==> config.mk <==
export PLATFORM = sky130hd
export DESIGN_NAME = sacl_ctrl
export DESIGN_NICKNAME = d
export VERILOG_FILES = /design/src/rtl/core/sacl_pkg.sv /design/src/rtl/core/sacl_ctrl.sv
export SDC_FILE = /design/constraint.sdc
export NUM_CORES = 1
export LEC_CHECK = 0
export ABC_AREA = 1
export BUFFER_PORTS_ARGS = -buffer_cell sky130_fd_sc_hd__buf_2
export CAP_MARGIN = 20
export CORE_MARGIN = 2
export CORE_UTILIZATION = 51
export CTS_BUF_LIST = sky130_fd_sc_hd__clkbuf_16
export DETAILED_ROUTE_END_ITERATION = 8
export HOLD_SLACK_MARGIN = 0.06
export PLACE_DENSITY = 0.76
export SKIP_CTS_REPAIR_TIMING = 1
export SLEW_MARGIN = 0
export SYNTH_ARGS = -nofsm -noshare
export SYNTH_HDL_FRONTEND = slang
export SYNTH_SLANG_ARGS = --single-unit
export TNS_END_PERCENT = 30
==> constraint.sdc <==
create_clock -name clk -period 1.85 [get_ports clk]
set_input_delay 0.37 -clock clk [delete_from_list [all_inputs] [get_ports clk]]
set_output_delay 0.37 -clock clk [all_outputs]
set_load 0.02 [all_outputs]
==> src/rtl/core/sacl_pkg.sv <==
`default_nettype none
// ---------------------------------------------------------------------------
// sacl_pkg: shared types and constants
// Field widths, register map and controller command bundle for the
// set-associative LRU tag store.
// ---------------------------------------------------------------------------
package sacl_pkg;

    localparam int ADDR_W    = 32;
    localparam int CNT_W     = 32;
    localparam int AGE_W     = 3;
    localparam int WAY_OUT_W = 3;
    localparam int CFG_SET_W = 4;
    localparam int CFG_WAY_W = 2;
    localparam int PADDR_W   = 3;
    localparam int PDATA_W   = 32;

    localparam logic [AGE_W-1:0] AGE_MAX = '1;

    // register map: one register per word, selected by paddr[2]
    localparam logic REG_SET_COUNT = 1'b0;
    localparam logic REG_WAY_COUNT = 1'b1;

    localparam logic [CFG_SET_W-1:0] SET_COUNT_RESET = 4'd4;
    localparam logic [CFG_WAY_W-1:0] WAY_COUNT_RESET = 2'd0;

    typedef struct packed {
        logic [CFG_SET_W-1:0] set_count_log2;
        logic [CFG_WAY_W-1:0] way_count_log2;
    } sacl_cfg_t;

    typedef struct packed {
        logic capture;  // accept a beat, read its set
        logic commit;   // write back the set and post the result
        logic clear;    // zero the ages and valid bits of one row during the post-reset sweep
    } sacl_cmd_t;

endpackage
`default_nettype wire

==> src/rtl/core/sacl_ctrl.sv <==
`default_nettype none
// ---------------------------------------------------------------------------
// sacl_ctrl: access sequencer
// Sweeps the set memory clear after reset, then runs each access as a
// read cycle followed by a write-back cycle.
// ---------------------------------------------------------------------------
module sacl_ctrl
    import sacl_pkg::*;
#(
    parameter  int MAX_SETS = 512,
    localparam int SMAX     = $clog2(MAX_SETS + 1) - 1,
    localparam int ROW_W    = (SMAX > 0) ? SMAX : 1,
    localparam int ROWS     = 1 << SMAX
)
(
    input  wire logic             clk,
    input  wire logic             rst_n,
    input  wire logic             start,
    output logic                  busy,
    output sacl_cmd_t             cmd,
    output logic      [ROW_W-1:0] clr_row
);

    typedef enum logic [1:0] {ST_CLEAR, ST_IDLE, ST_LOOKUP} state_t;

    localparam logic [ROW_W-1:0] LAST_ROW = ROW_W'(ROWS - 1);

    state_t           state_reg;
    logic             busy_reg;
    logic [ROW_W-1:0] row_reg;

    always_ff @(posedge clk or negedge rst_n)
    begin
        if (!rst_n)
        begin
            state_reg <= ST_CLEAR;
            busy_reg  <= 1'b1;
            row_reg   <= '0;
        end
        else
        begin
            unique case (state_reg)
                ST_CLEAR:
                begin
                    if (row_reg == LAST_ROW)
                    begin
                        state_reg <= ST_IDLE;
                        busy_reg  <= 1'b0;
                    end
                    else
                    begin
                        row_reg <= row_reg + 1'b1;
                    end
                end
                ST_IDLE:
                begin
                    if (start)
                    begin
                        state_reg <= ST_LOOKUP;
                        busy_reg  <= 1'b1;
                    end
                end
                ST_LOOKUP:
                begin
                    state_reg <= ST_IDLE;
                    busy_reg  <= 1'b0;
                end
                default:
                begin
                    state_reg <= ST_CLEAR;
                    busy_reg  <= 1'b1;
                    row_reg   <= '0;
                end
            endcase
        end
    end

    assign busy        = busy_reg;
    assign clr_row     = row_reg;
    assign cmd.capture = start && !busy_reg;
    assign cmd.commit  = (state_reg == ST_LOOKUP);
    assign cmd.clear   = (state_reg == ST_CLEAR);

endmodule
`default_nettype wire

* Word level (Yosys, flattened, before mapping)
Cells that the tools add are included.
** Word-level totals
- Bits in registers :: 12
- Word-level logic and storage cells :: 25
** Operators by class
- Bitwise logic cells :: 1
- $add $sub $neg :: 1
- Reductions and logical operators :: 6
- Eq/ne operators :: 6
- Multiplexer cells :: 8
** Operators with widths (number)
- $pmux 9 s2 :: 1
- $add 9x1->9 const B :: 1
- $eq 9x9->1 const B :: 1
- $mux 9 :: 1
- $pmux 2 s3 :: 1
- $mux 2 :: 2
- $ne 2x2->1 const B :: 2
- $reduce_and 2->1 :: 2
- $pmux 1 s3 :: 1
- $eq 2x1->1 const B :: 1
- $eq 2x2->1 const B :: 1
- $logic_not 2->1 :: 1
- $mux 1 :: 2
- $ne 2x1->1 const B :: 1
- $reduce_or 2->1 :: 1
- $logic_and 1x1->1 :: 1
- $logic_not 1->1 :: 1
- $not 1->1 :: 1

* Longest topological paths before layout
- Depth in word-level cells :: 4
- Mapped depth :: 13
- Gate-level depth less buffers :: 13

* Worst setup path before layout
Ideal clock, no wire load.
- Kind :: register to register
- From :: reg row_reg[0] (netlist: clr_row[0])
- To :: reg row_reg[5] (netlist: clr_row[5])
- Path buffers :: 0
- Stages on the path, launching flop included :: 13
- Setup time :: 0.113 ns
- Period minus slack after synthesis :: 1.745 ns
- Slack :: 0.105 ns
- Arrival :: 1.633 ns
- Path through :: dfrtp_1 ha_1 nand3_1 nor2_1 ha_1 nand2_2 nand2_4 nor2_2 inv_2 nand2_2 nand2_1 nand2_1 inv_1
** On the way
- Word-level cells in the longest chain between the ends :: 3
** Ends and longest elaborated chain
- start: declaration :: line sacl_ctrl.sv:30 : logic [ROW_W-1:0] row_reg;
- start signal: assignment :: line sacl_ctrl.sv:52 : row_reg <= row_reg + 1'b1;
- $add 9x1->9 or $eq 9x9->1 (tied branches) :: line sacl_ctrl.sv:52, sacl_ctrl.sv:45
- $mux 9 or $ne 2x2->1 (tied branches)
- $pmux 9 s2 or $reduce_and 2->1 (tied branches)
Parallel ways exist; a longest one is shown, timed or not. The select of a mux whose other input is x is not followed.
A chain may end at the register's enable or synchronous reset.

==> summary by stage <==
Min path
The worst hold path was traced through 5 stages. The class of the tightest hold or removal check is in -> reg. The worst hold path begins at start.

The worst hold path terminates at busy.

Power
VDD sags by at most 1.37 mV. Summed over all cells, the static leakage comes to 0.000501 uW. Dividing total power by cell area gives a power density of 1630 nW/um^2.

Placed design
In this run the tool buffered the top-level ports with 15 buffer cells. At the end of routability-driven placement, the weighted congestion stood at 0.824. The pre-CTS setup slack is 0.0773 ns.

The placed cell count is 120. The HPWL after detailed placement is 988 microns. Summing all placed instances gives a cell area of 820 sq um.

Worst setup path
The startpoint kind of the worst setup timing path is a flip-flop. The endpoint kind of the worst setup timing path is an output port. The maximum fanout count along the critical path is 9. For flop-to-flop paths, the worst setup slack is 0.11 ns. The worst register-to-register path ends at clr_row[5]. Data on the critical path arrives at its endpoint at 1.38 ns. The number of cells on the worst reg-to-reg path is 12. The startpoint of the worst-slack reg-to-reg timing path is clr_row[1].

The critical path class is reg -> out. Data on the critical path is required at its endpoint by 1.48 ns.

GRT
The number of global-route vias before repair is 569. The first-pass GRT wire length is 2510 microns. The number of antenna violations at the first check in global routing was 0. Global routing used 19.0% of the available tracks. For this run the aggregate overflow at the end of global routing stands at 0.

Entering global routing, the biggest net connects 13 pins.

Detailed routing
The routed length on met1 is 743 microns. The top routing layer in use is met4. Once detail routing completed, the nets flagged for antenna violations numbered 0. The routed wire length on met2 is 711 microns. The via count normalized by instance count is 4.93. After detailed routing, the average wire length per cell comes to 11.9 microns.

After detailed routing, the total wire length is 1540 microns. The detailed router placed 641 vias in this run. After detailed routing, the met3 layer carries 61 microns of wire. The detailed router finished its first iteration with 13 violations. The first-pass iteration count of the detailed router is 4. After detailed routing, the number of remaining DRC violations is 0.

CTS
The CTS clock-pin slew for the worst setup and hold paths is 0.04 ns. The number of buffers between clock root and the deepest sink is 2. The clock buffer count from CTS is 3. TritonCTS built the clock tree. The number of clock sinks is 12. The tree is rooted in a sky130_fd_sc_hd__clkbuf_16. The number of levels in the clock H-tree is 1. The insertion delay to the later sink of the worst-skew pair is 0.24 ns.

Cells and area
The most common cell after layout, fill and taps aside is sky130_fd_sc_hd__nand2_1. In the layout the commonest cells are 22 x sky130_fd_sc_hd__nand2_1, 15 x sky130_fd_sc_hd__buf_2, 12 x sky130_fd_sc_hd__nor2_1, 11 x sky130_fd_sc_hd__dfrtp_1, 10 x sky130_fd_sc_hd__inv_1. Cells with a size suffix above 1 make up 34.8% of the layout. The total non-filler cell area in the finished layout is 958 sq um.

The register with the most flip-flops in the layout has 9 of them. The number of diodes is 0. The total number of nets in the final design is 125.

For this run, the number of standard cells in the final layout without fillers is 130. The signed area change from the synthesized netlist to the final layout is 34.2%.

Floorplanning
The height of the die is 41.4 microns. The floorplan has 13 rows. The die extent in x is 41.4 microns. The die covers 1720 sq um. 16 I/O pins were placed. The initial standard-cell utilization of the core is 54.9%.

The placeable core region is 1300 sq um.

Synthesis
The synthesis warning total is 0. The number of storage elements in the synthesis netlist is 12. The cell taking the most area after synthesis is sky130_fd_sc_hd__dfrtp_1. Synthesis produced 88 cells. In the post-synthesis netlist, the biggest area contributors are sky130_fd_sc_hd__dfrtp_1 39%, sky130_fd_sc_hd__nand2_1 12%, sky130_fd_sc_hd__ha_1 11%. In this run the cell area of the synthesized design comes to 714 sq um.

Summed over its instances, the top area cell type makes up 38.5% of the synthesized netlist area. The number of nets handed over by synthesis was 97. The sequential fraction of the synthesis area is 42.2%. A synthesized cell averages 8.12 sq um. After synthesis, the netlist uses 19 different library cells.

STA
The shortest period the worst path allows is 1.75 ns. At the pin with the least slew margin, the transition time is 0.378 ns. The count of endpoints failing hold in the final timing report is 0. Setup slack closes at 0.0994 ns. Across the routed clock network, the largest skew measured is 0.00251 ns. The final count of pins violating max slew is 0. The final-report setup violation count is 0.

The normalized max-slew margin is 74.8%. The maximum clock frequency is 571 MHz. The final cycle utilization of the critical path is 94.6%.

Job
The max capacitance violation total is 0.

Status
The run finished with clean final reports.
-- worst max-delay path: stages (launching register included) --
cell	delay, ns
sky130_fd_sc_hd__dfrtp_1	0.41
sky130_fd_sc_hd__inv_1	0.10
sky130_fd_sc_hd__ha_1	0.39
sky130_fd_sc_hd__buf_2	0.24
-- metal layers --
layer  vias up  track usage, %
met5         -               0
met4         0            7.74
met3         5            3.91
met2        15            28.7
met1       288            26.4
li1        333               -
-- metrics by stage --
stage	total power (uW)	setup TNS (ns)	hold slack (ns)	utilization, %
floorplan	923	0	0.0744	-
global placement	1060	0	0.265	63.0
detailed placement	1070	0	0.264	63.0
CTS	1480	0	0.0136	69.0
global route	1680	-0.0148	0.508	73.7
finish	1560	0	0.467	73.7
-- cell type report --
class | instances | area [sq um]
multi-input cells | 65 | 377
fillers | 93 | 343
clock inverters | 1 | 3.75
clock buffers | 3 | 75.1
flip-flops and latches | 12 | 302
well taps | 15 | 18.8
inverters | 10 | 37.5
repair buffers | 24 | 145
-- synthesized netlist by cell type (all sizes together) --
cell type   n
nand3       6
ha          6
o21ai       4
o31ai       2
inv        10
dfstp       1
buf         1
dfrtp      11
xnor2       2
nor2       16
a21oi       4
nand2      25
-- report_power, final --
group          total, uW  internal, uW  switching [uW]
combinational        786           293             493
clock                395           284             110
sequential           380           327            53.2
total               1560           904             657
-- cell families after synthesis --
logic type                 after synthesis  synth area share [%]
and+or+nand+nor                         47                  29.2
DFF                                     12                  42.2
buffers and inverters                   11                  6.83
AOI/OAI and AO/OA                       10                  8.76
adders and majority gates                6                  10.5
xor gates and xnor gates                 2                  2.45
-- worst max path at each step --
stage | start | to | slack (ns) | cells past startpoint
2_1_floorplan | clr_row[0] | clr_row[5] | 0.10 | 12
3_3_place_gp | clr_row[0] | clr_row[5] | 0.11 | 12
3_5_place_dp | clr_row[1] | clr_row[5] | 0.08 | 12
4_1_cts | clr_row[1] | clr_row[5] | 0.03 | 12
5_1_grt | clr_row[1] | clr_row[5] | -0.01 | 12
6_report | state_reg[0] | cmd[0] | 0.1 | 3
No activity file was read; power rests on OpenSTA's default activity.
