## src/rtl/core/sacl_pkg.sv

```systemverilog
`default_nettype none
// ---------------------------------------------------------------------------
// sacl_pkg: shared types and constants
// Field widths, register map and controller command bundle for the
// set-associative LRU tag store.
// ---------------------------------------------------------------------------
package sacl_pkg;

    localparam int ADDR_W    = 32;
    localparam int CNT_W     = 32;
    localparam int AGE_W     = 3;
    localparam int WAY_OUT_W = 3;
    localparam int CFG_SET_W = 4;
    localparam int CFG_WAY_W = 2;
    localparam int PADDR_W   = 3;
    localparam int PDATA_W   = 32;

    localparam logic [AGE_W-1:0] AGE_MAX = '1;

    // register map: one register per word, selected by paddr[2]
    localparam logic REG_SET_COUNT = 1'b0;
    localparam logic REG_WAY_COUNT = 1'b1;

    localparam logic [CFG_SET_W-1:0] SET_COUNT_RESET = 4'd4;
    localparam logic [CFG_WAY_W-1:0] WAY_COUNT_RESET = 2'd0;

    typedef struct packed {
        logic [CFG_SET_W-1:0] set_count_log2;
        logic [CFG_WAY_W-1:0] way_count_log2;
    } sacl_cfg_t;

    typedef struct packed {
        logic capture;  // accept a beat, read its set
        logic commit;   // write back the set and post the result
        logic clear;    // zero the ages and valid bits of one row during the post-reset sweep
    } sacl_cmd_t;

endpackage
`default_nettype wire

```

## src/rtl/core/sacl_regs.sv

```systemverilog
`default_nettype none
// ---------------------------------------------------------------------------
// sacl_regs: configuration registers
// APB-style write/read access to set_count_log2 and way_count_log2.
// ---------------------------------------------------------------------------
module sacl_regs
    import sacl_pkg::*;
(
    input  wire logic               clk,
    input  wire logic               rst_n,
    input  wire logic               psel,
    input  wire logic               penable,
    input  wire logic               pwrite,
    input  wire logic [PADDR_W-1:0] paddr,
    input  wire logic [PDATA_W-1:0] pwdata,
    output logic      [PDATA_W-1:0] prdata,
    output logic                    pready,
    output sacl_cfg_t               cfg
);

    logic [CFG_SET_W-1:0] set_count_reg;
    logic [CFG_WAY_W-1:0] way_count_reg;
    logic                 wr_en;

    assign pready = 1'b1;
    assign wr_en  = psel && penable && pwrite;

    always_ff @(posedge clk or negedge rst_n)
    begin
        if (!rst_n)
        begin
            set_count_reg <= SET_COUNT_RESET;
            way_count_reg <= WAY_COUNT_RESET;
        end
        else if (wr_en)
        begin
            unique case (paddr[PADDR_W-1])
                REG_SET_COUNT: set_count_reg <= pwdata[CFG_SET_W-1:0];
                REG_WAY_COUNT: way_count_reg <= pwdata[CFG_WAY_W-1:0];
                default:       set_count_reg <= set_count_reg;
            endcase
        end
    end

    always_comb
    begin
        unique case (paddr[PADDR_W-1])
            REG_SET_COUNT: prdata = PDATA_W'(set_count_reg);
            REG_WAY_COUNT: prdata = PDATA_W'(way_count_reg);
            default:       prdata = '0;
        endcase
    end

    assign cfg.set_count_log2 = set_count_reg;
    assign cfg.way_count_log2 = way_count_reg;

endmodule
`default_nettype wire

```

## config.mk

```make
export PLATFORM = sky130hd
export DESIGN_NAME = sacl_regs
export DESIGN_NICKNAME = d
export VERILOG_FILES = /design/src/rtl/core/sacl_pkg.sv /design/src/rtl/core/sacl_regs.sv
export SDC_FILE = /design/constraint.sdc
export NUM_CORES = 1
export LEC_CHECK = 0
export ABC_AREA = 1
export BUFFER_PORTS_ARGS = -buffer_cell sky130_fd_sc_hd__buf_2
export CORE_ASPECT_RATIO = 0.8
export CORE_MARGIN = 5
export CORE_UTILIZATION = 31
export CTS_BUF_LIST = sky130_fd_sc_hd__clkbuf_4 sky130_fd_sc_hd__clkbuf_8 sky130_fd_sc_hd__clkbuf_16
export DETAILED_ROUTE_END_ITERATION = 7
export GPL_TIMING_DRIVEN = 1
export PLACE_DENSITY = 0.89
export SLEW_MARGIN = 20
export SYNTH_ARGS = -nofsm -noshare
export SYNTH_HDL_FRONTEND = slang
export SYNTH_SLANG_ARGS = --single-unit
```

## constraint.sdc

```tcl
create_clock -name clk -period 1.3 [get_ports clk]
set_input_delay 0.26 -clock clk [delete_from_list [all_inputs] [get_ports clk]]
set_output_delay 0.26 -clock clk [all_outputs]
set_load 0.005 [all_outputs]
```

Word level (Yosys, flattened, before mapping)
Cells that the tools add are included.
{"block": "op_classes", "n_reduce_logical": 4, "n_mux": 1, "add_sub_neg": 0, "bitwise": 1, "n_eq_ne": 0, "magnitude_cmp": 0, "n_shift": 0, "n_div": 0, "n_mul": 0}
{"op": "$pmux 32 s2", "n": 1}
{"op": "$reduce_and 2->1", "n": 2}
{"op": "$logic_and 1x1->1", "n": 2}
{"op": "$not 1->1", "n": 1}
{"block": "word_totals", "ff_bits": 6, "romBits": 0, "ramBits": 0, "wordCells": 8, "output_inout_bits": 39, "in_bits": 40, "n_memories": 0, "latchBits": 0}

Depth between registers and ports, before layout
{"block": "logic_depth", "word_depth": 3, "mapped_depth": 5, "mapped_depth_nobuf": 4}

Least setup slack after synthesis
No wires, ideal clock.
{"block": "synth_timing", "path_kind": "register to output", "start": "register set_count_reg[2]", "end": "output port prdata[2]", "path_slack_ps": 383, "stages_incl_launch_ff": 3, "arrival_time_ps": 657, "required_time_ps": 1040, "cell_sequence": "dfstp_2 > inv_1 > nor2_1"}
{"block": "synth_via", "elab_chain_cells": 1}
{"element": "start: declaration", "line": "sacl_regs.sv:21", "source": "logic [CFG_SET_W-1:0] set_count_reg;"}
{"element": "start signal: assignment", "line": "sacl_regs.sv:38", "source": "REG_SET_COUNT: set_count_reg <= pwdata[CFG_SET_W-1:0];"}
{"element": "start signal: assignment", "line": "sacl_regs.sv:40", "source": "default: set_count_reg <= set_count_reg;"}
{"element": "$pmux 32 s2", "line": "sacl_regs.sv:47", "source": "unique case (paddr[PADDR_W-1])"}
{"element": "end: declaration", "line": "sacl_regs.sv:16", "source": "output logic [PDATA_W-1:0] prdata,"}
No other way between the ends. The select of a mux whose other input is x is not followed.

Worst setup path after layout
Ends and elaborated chain as after synthesis.

==> summary.md <==
After detailed routing, the total wire length is 1.18 mm. The fraction of layout cells with a size suffix above 1 works out to 0.323. The commonest cells after synthesis are sky130_fd_sc_hd__buf_4, sky130_fd_sc_hd__nand2_1, sky130_fd_sc_hd__nand3_1. The net count of the finished layout was 134; the number of fill cells was 175.

For the diode insertion count for antenna repair, the log shows 0. The number of levels in the clock H-tree is 1. Summed over all instances, the cell type with the most area after synthesis is sky130_fd_sc_hd__buf_4. The number of design rule violations left after detail routing was 0; the number of warning messages in the yosys log was 0. Subtracting the final worst setup slack from the clock period gives 1260 ps.

The global router's overall resource usage was 0.0881; the setup slack after layout was 43.6 ps. At the later pin of the worst-skew pair, clock insertion delay measures 250 ps. The tools report the count of unique library cells instantiated by Yosys as 15. In this run the power density over the cells is 1100 nW/um2. The slowest stage of the critical path is the sky130_fd_sc_hd__dfstp_2 cell.

Row generation in the floorplan step produced 13 rows. The critical path goes through inv_2 > nor2_1 > buf_2. Once placement finished, the instance area stood at 544 um2. STA classifies the critical path endpoint as an output port.

The clock-pin slew on the worst setup and hold paths came out at 40 ps. Accumulated negative setup slack: 0 ps. The tools report the routability-driven placement congestion ratio as 0.768. Static timing analysis puts the maximum clock frequency at 796 MHz. Together, buffers and inverters on the worst path number 2. The data arrival time of the worst path is 1000 ps, and the number of endpoints failing setup at the final stage is 0.

Including well taps, the total number of placed cells is 110. Synthesis handed over a netlist of 72 instances. The fraction of synthesis flops using an asynchronous set or reset pin was 1.00; the cell area after synthesis was 549 um2. Counting flops with a built-in enable in the synthesized netlist gives 0. The detail route stage leaves a number of antenna-violating nets equal to 0. The tools report the number of antenna violations at the first check in global routing as 0. TritonCTS built the clock tree.

Entering global routing, the biggest net connects 9 pins. In this run the static leakage power is 0.369 nW. The run gives 434 as the number of vias in the routed layout. The run gives 0 as the number of endpoints with negative hold slack in the final report.

The summed area of non-filler cells in the final layout was 584 um2; the die width was 57.1 um. The flip-flop count of the largest register after layout came out at 4. After global routing the overflow that remains totals 0.

The wire length per cell after detailed routing is 10.3 um, and the required time at the worst-slack endpoint is 1040 ps. The starting DRC count in detailed routing came out at 8. The number of clock buffers added by TritonCTS is 3.

No sink is reached through more buffers than the 2 on the longest clock path. The logs give 1.70 mm for the first-pass GRT wire length and 0 ps for the maximum clock skew at final layout. The floorplan step defined a die boundary enclosing 2720 um2. Setup repair after global routing left no endpoint under its margin.

In the routed layout, each cell is associated on average with a via count of 3.77. Family of cells with the greatest summed delay on the critical path: flip-flops. The logs give 0 for the max-cap violation count and 543 uV for the maximum ir drop on the vdd rail. Averaged over all synthesized cells, the footprint is 7.63 um2. The detailed-router iteration count before antenna repair came out at 4. The setup path with the least slack is of type reg2out. In this run the tool buffered the top-level ports with 19 buffer cells. The part of the Yosys area used for sequential elements is 0.276. The vertical die dimension is 47.7 um, and the proportion of netlist area held by the largest area contributor is 0.396. After the flow finishes, the layout carries non-filler instances totaling 115. The tightest min-delay check is of the in2reg type. The count of clock tree sinks is 6. The maximum cell stage delay along the critical path was 540 ps.

HPWL after detailed placement: 1.03 mm. The tools report the startpoint kind of the worst setup timing path as a flip-flop. Hold timing on the final database bottoms out at a slack of 242 ps. Synthesis inferred 6 register bits. At the placement stage, the worst setup path has a slack of 251 ps.

The root buffer cell chosen for the clock tree is sky130_fd_sc_hd__clkbuf_4. The final-report max-slew violation count was 0; the post-route clock period utilization was 0.966. The logs give 1660 um2 for the floorplan core area and 79 for the I/O pin total.

The most common cell in the synthesized netlist was sky130_fd_sc_hd__buf_4. After synthesis, the cell types taking the most area are sky130_fd_sc_hd__buf_4, sky130_fd_sc_hd__dfrtp_1, sky130_fd_sc_hd__nand2_1. The area growth from synthesis to layout is 6.38%, and the highest net fanout along the worst path is 3.

The post-CTS setup repair buffer count came out at 0. The initial standard-cell utilization of the core came out at 0.331. In the synthesized netlist the dominant register cell turns out to be sky130_fd_sc_hd__dfrtp_1.

The run finished with clean final reports. The via count of the first global-routing pass is 404.
[worst reg2reg max path: cells and delay by family, from the launching register on]
family	cells	cell delay (ps)
flip-flops	1	540
AND/OR/NAND/NOR	2	110
[power breakdown]
group	total, mW	leakage, nW	internal (mW)	switching, mW
Sequential	0.255	0.0734	0.227	0.0277
Combinational	0.177	0.277	0.0717	0.105
Clock	0.208	0.0184	0.137	0.0709
Total	0.640	0.369	0.436	0.204
[per-layer routing]
layer / part of all wire / up-vias / track usage
met1: 0.28 / 200 / 0.0661
li1: - / 204 / -
met2: 0.57 / 26 / 0.164
met4: 0.032 / 0 / 0.0926
met3: 0.12 / 4 / 0.0458
met5: 0 / - / 0
[path summary, 6_finish.rpt]
kind	slack (ps)	startpoint	cells after the start	to
worst max-delay path	40	set_count_reg[2]	3	prdata[2]
worst min-delay path	240	pwdata[2]	3	set_count_reg[2]
worst max register to register	590	set_count_reg[2]	2	set_count_reg[2]
worst min register to register	490	set_count_reg[2]	2	set_count_reg[2]
max in group asynchronous	700	rst_n	2	set_count_reg[2]
min in group asynchronous	380	rst_n	2	way_count_reg[1]
[cell usage in the layout (no fill, tap or decap)]
cell	netlist	layout
sky130_fd_sc_hd__conb_1	2	29
sky130_fd_sc_hd__buf_2	0	19
sky130_fd_sc_hd__nand2_1	18	18
sky130_fd_sc_hd__nand3_1	6	6
sky130_fd_sc_hd__dfrtp_1	5	5
sky130_fd_sc_hd__clkbuf_4	0	4
sky130_fd_sc_hd__inv_2	1	2
sky130_fd_sc_hd__nor2_1	2	2
sky130_fd_sc_hd__clkinv_4	1	1
sky130_fd_sc_hd__inv_1	2	1
sky130_fd_sc_hd__nand4_2	1	1
sky130_fd_sc_hd__nand2_2	1	1
sky130_fd_sc_hd__nor2_4	1	1
sky130_fd_sc_hd__nand4_1	1	1
sky130_fd_sc_hd__dlygate4sd3_1	0	1
sky130_fd_sc_hd__dfstp_2	1	1
[metrics by stage]
step                       util  power (mW)
after global routing      0.352       0.694
after CTS                 0.352       0.643
after detailed placement  0.328       0.430
after floorplan               -       0.402
final                     0.352       0.640
after global placement    0.328       0.417
[cells by family (layout without fill, tap and decap cells)]
family / Yosys count / after routing / share of synthesized area
buf+inv: 34 / 28 / 0.453
other cells: 2 / 29 / 0.0137
flops: 6 / 6 / 0.276
simple gates: 30 / 30 / 0.257
[cell type report]
| type | instances | area [um2] | share of cell area |
|---|---|---|---|
| Clock buffer | 4 | 30.0 | 0.0514 |
| Inverter | 4 | 20.0 | 0.0343 |
| Multi-Input combinational cell | 59 | 250 | 0.428 |
| Sequential cell | 6 | 151 | 0.259 |
| Tap cell | 22 | 27.5 | 0.0471 |
| Timing Repair Buffer | 20 | 105 | 0.180 |
[what timing repair did]
item | CTS | global route
setup endpoints to repair | 0 | 1
hold endpoints to repair | 5 | 0
resized for setup | 0 | 1
hold buffers | 1 | 0
No activity file was read; power rests on OpenSTA's default activity.
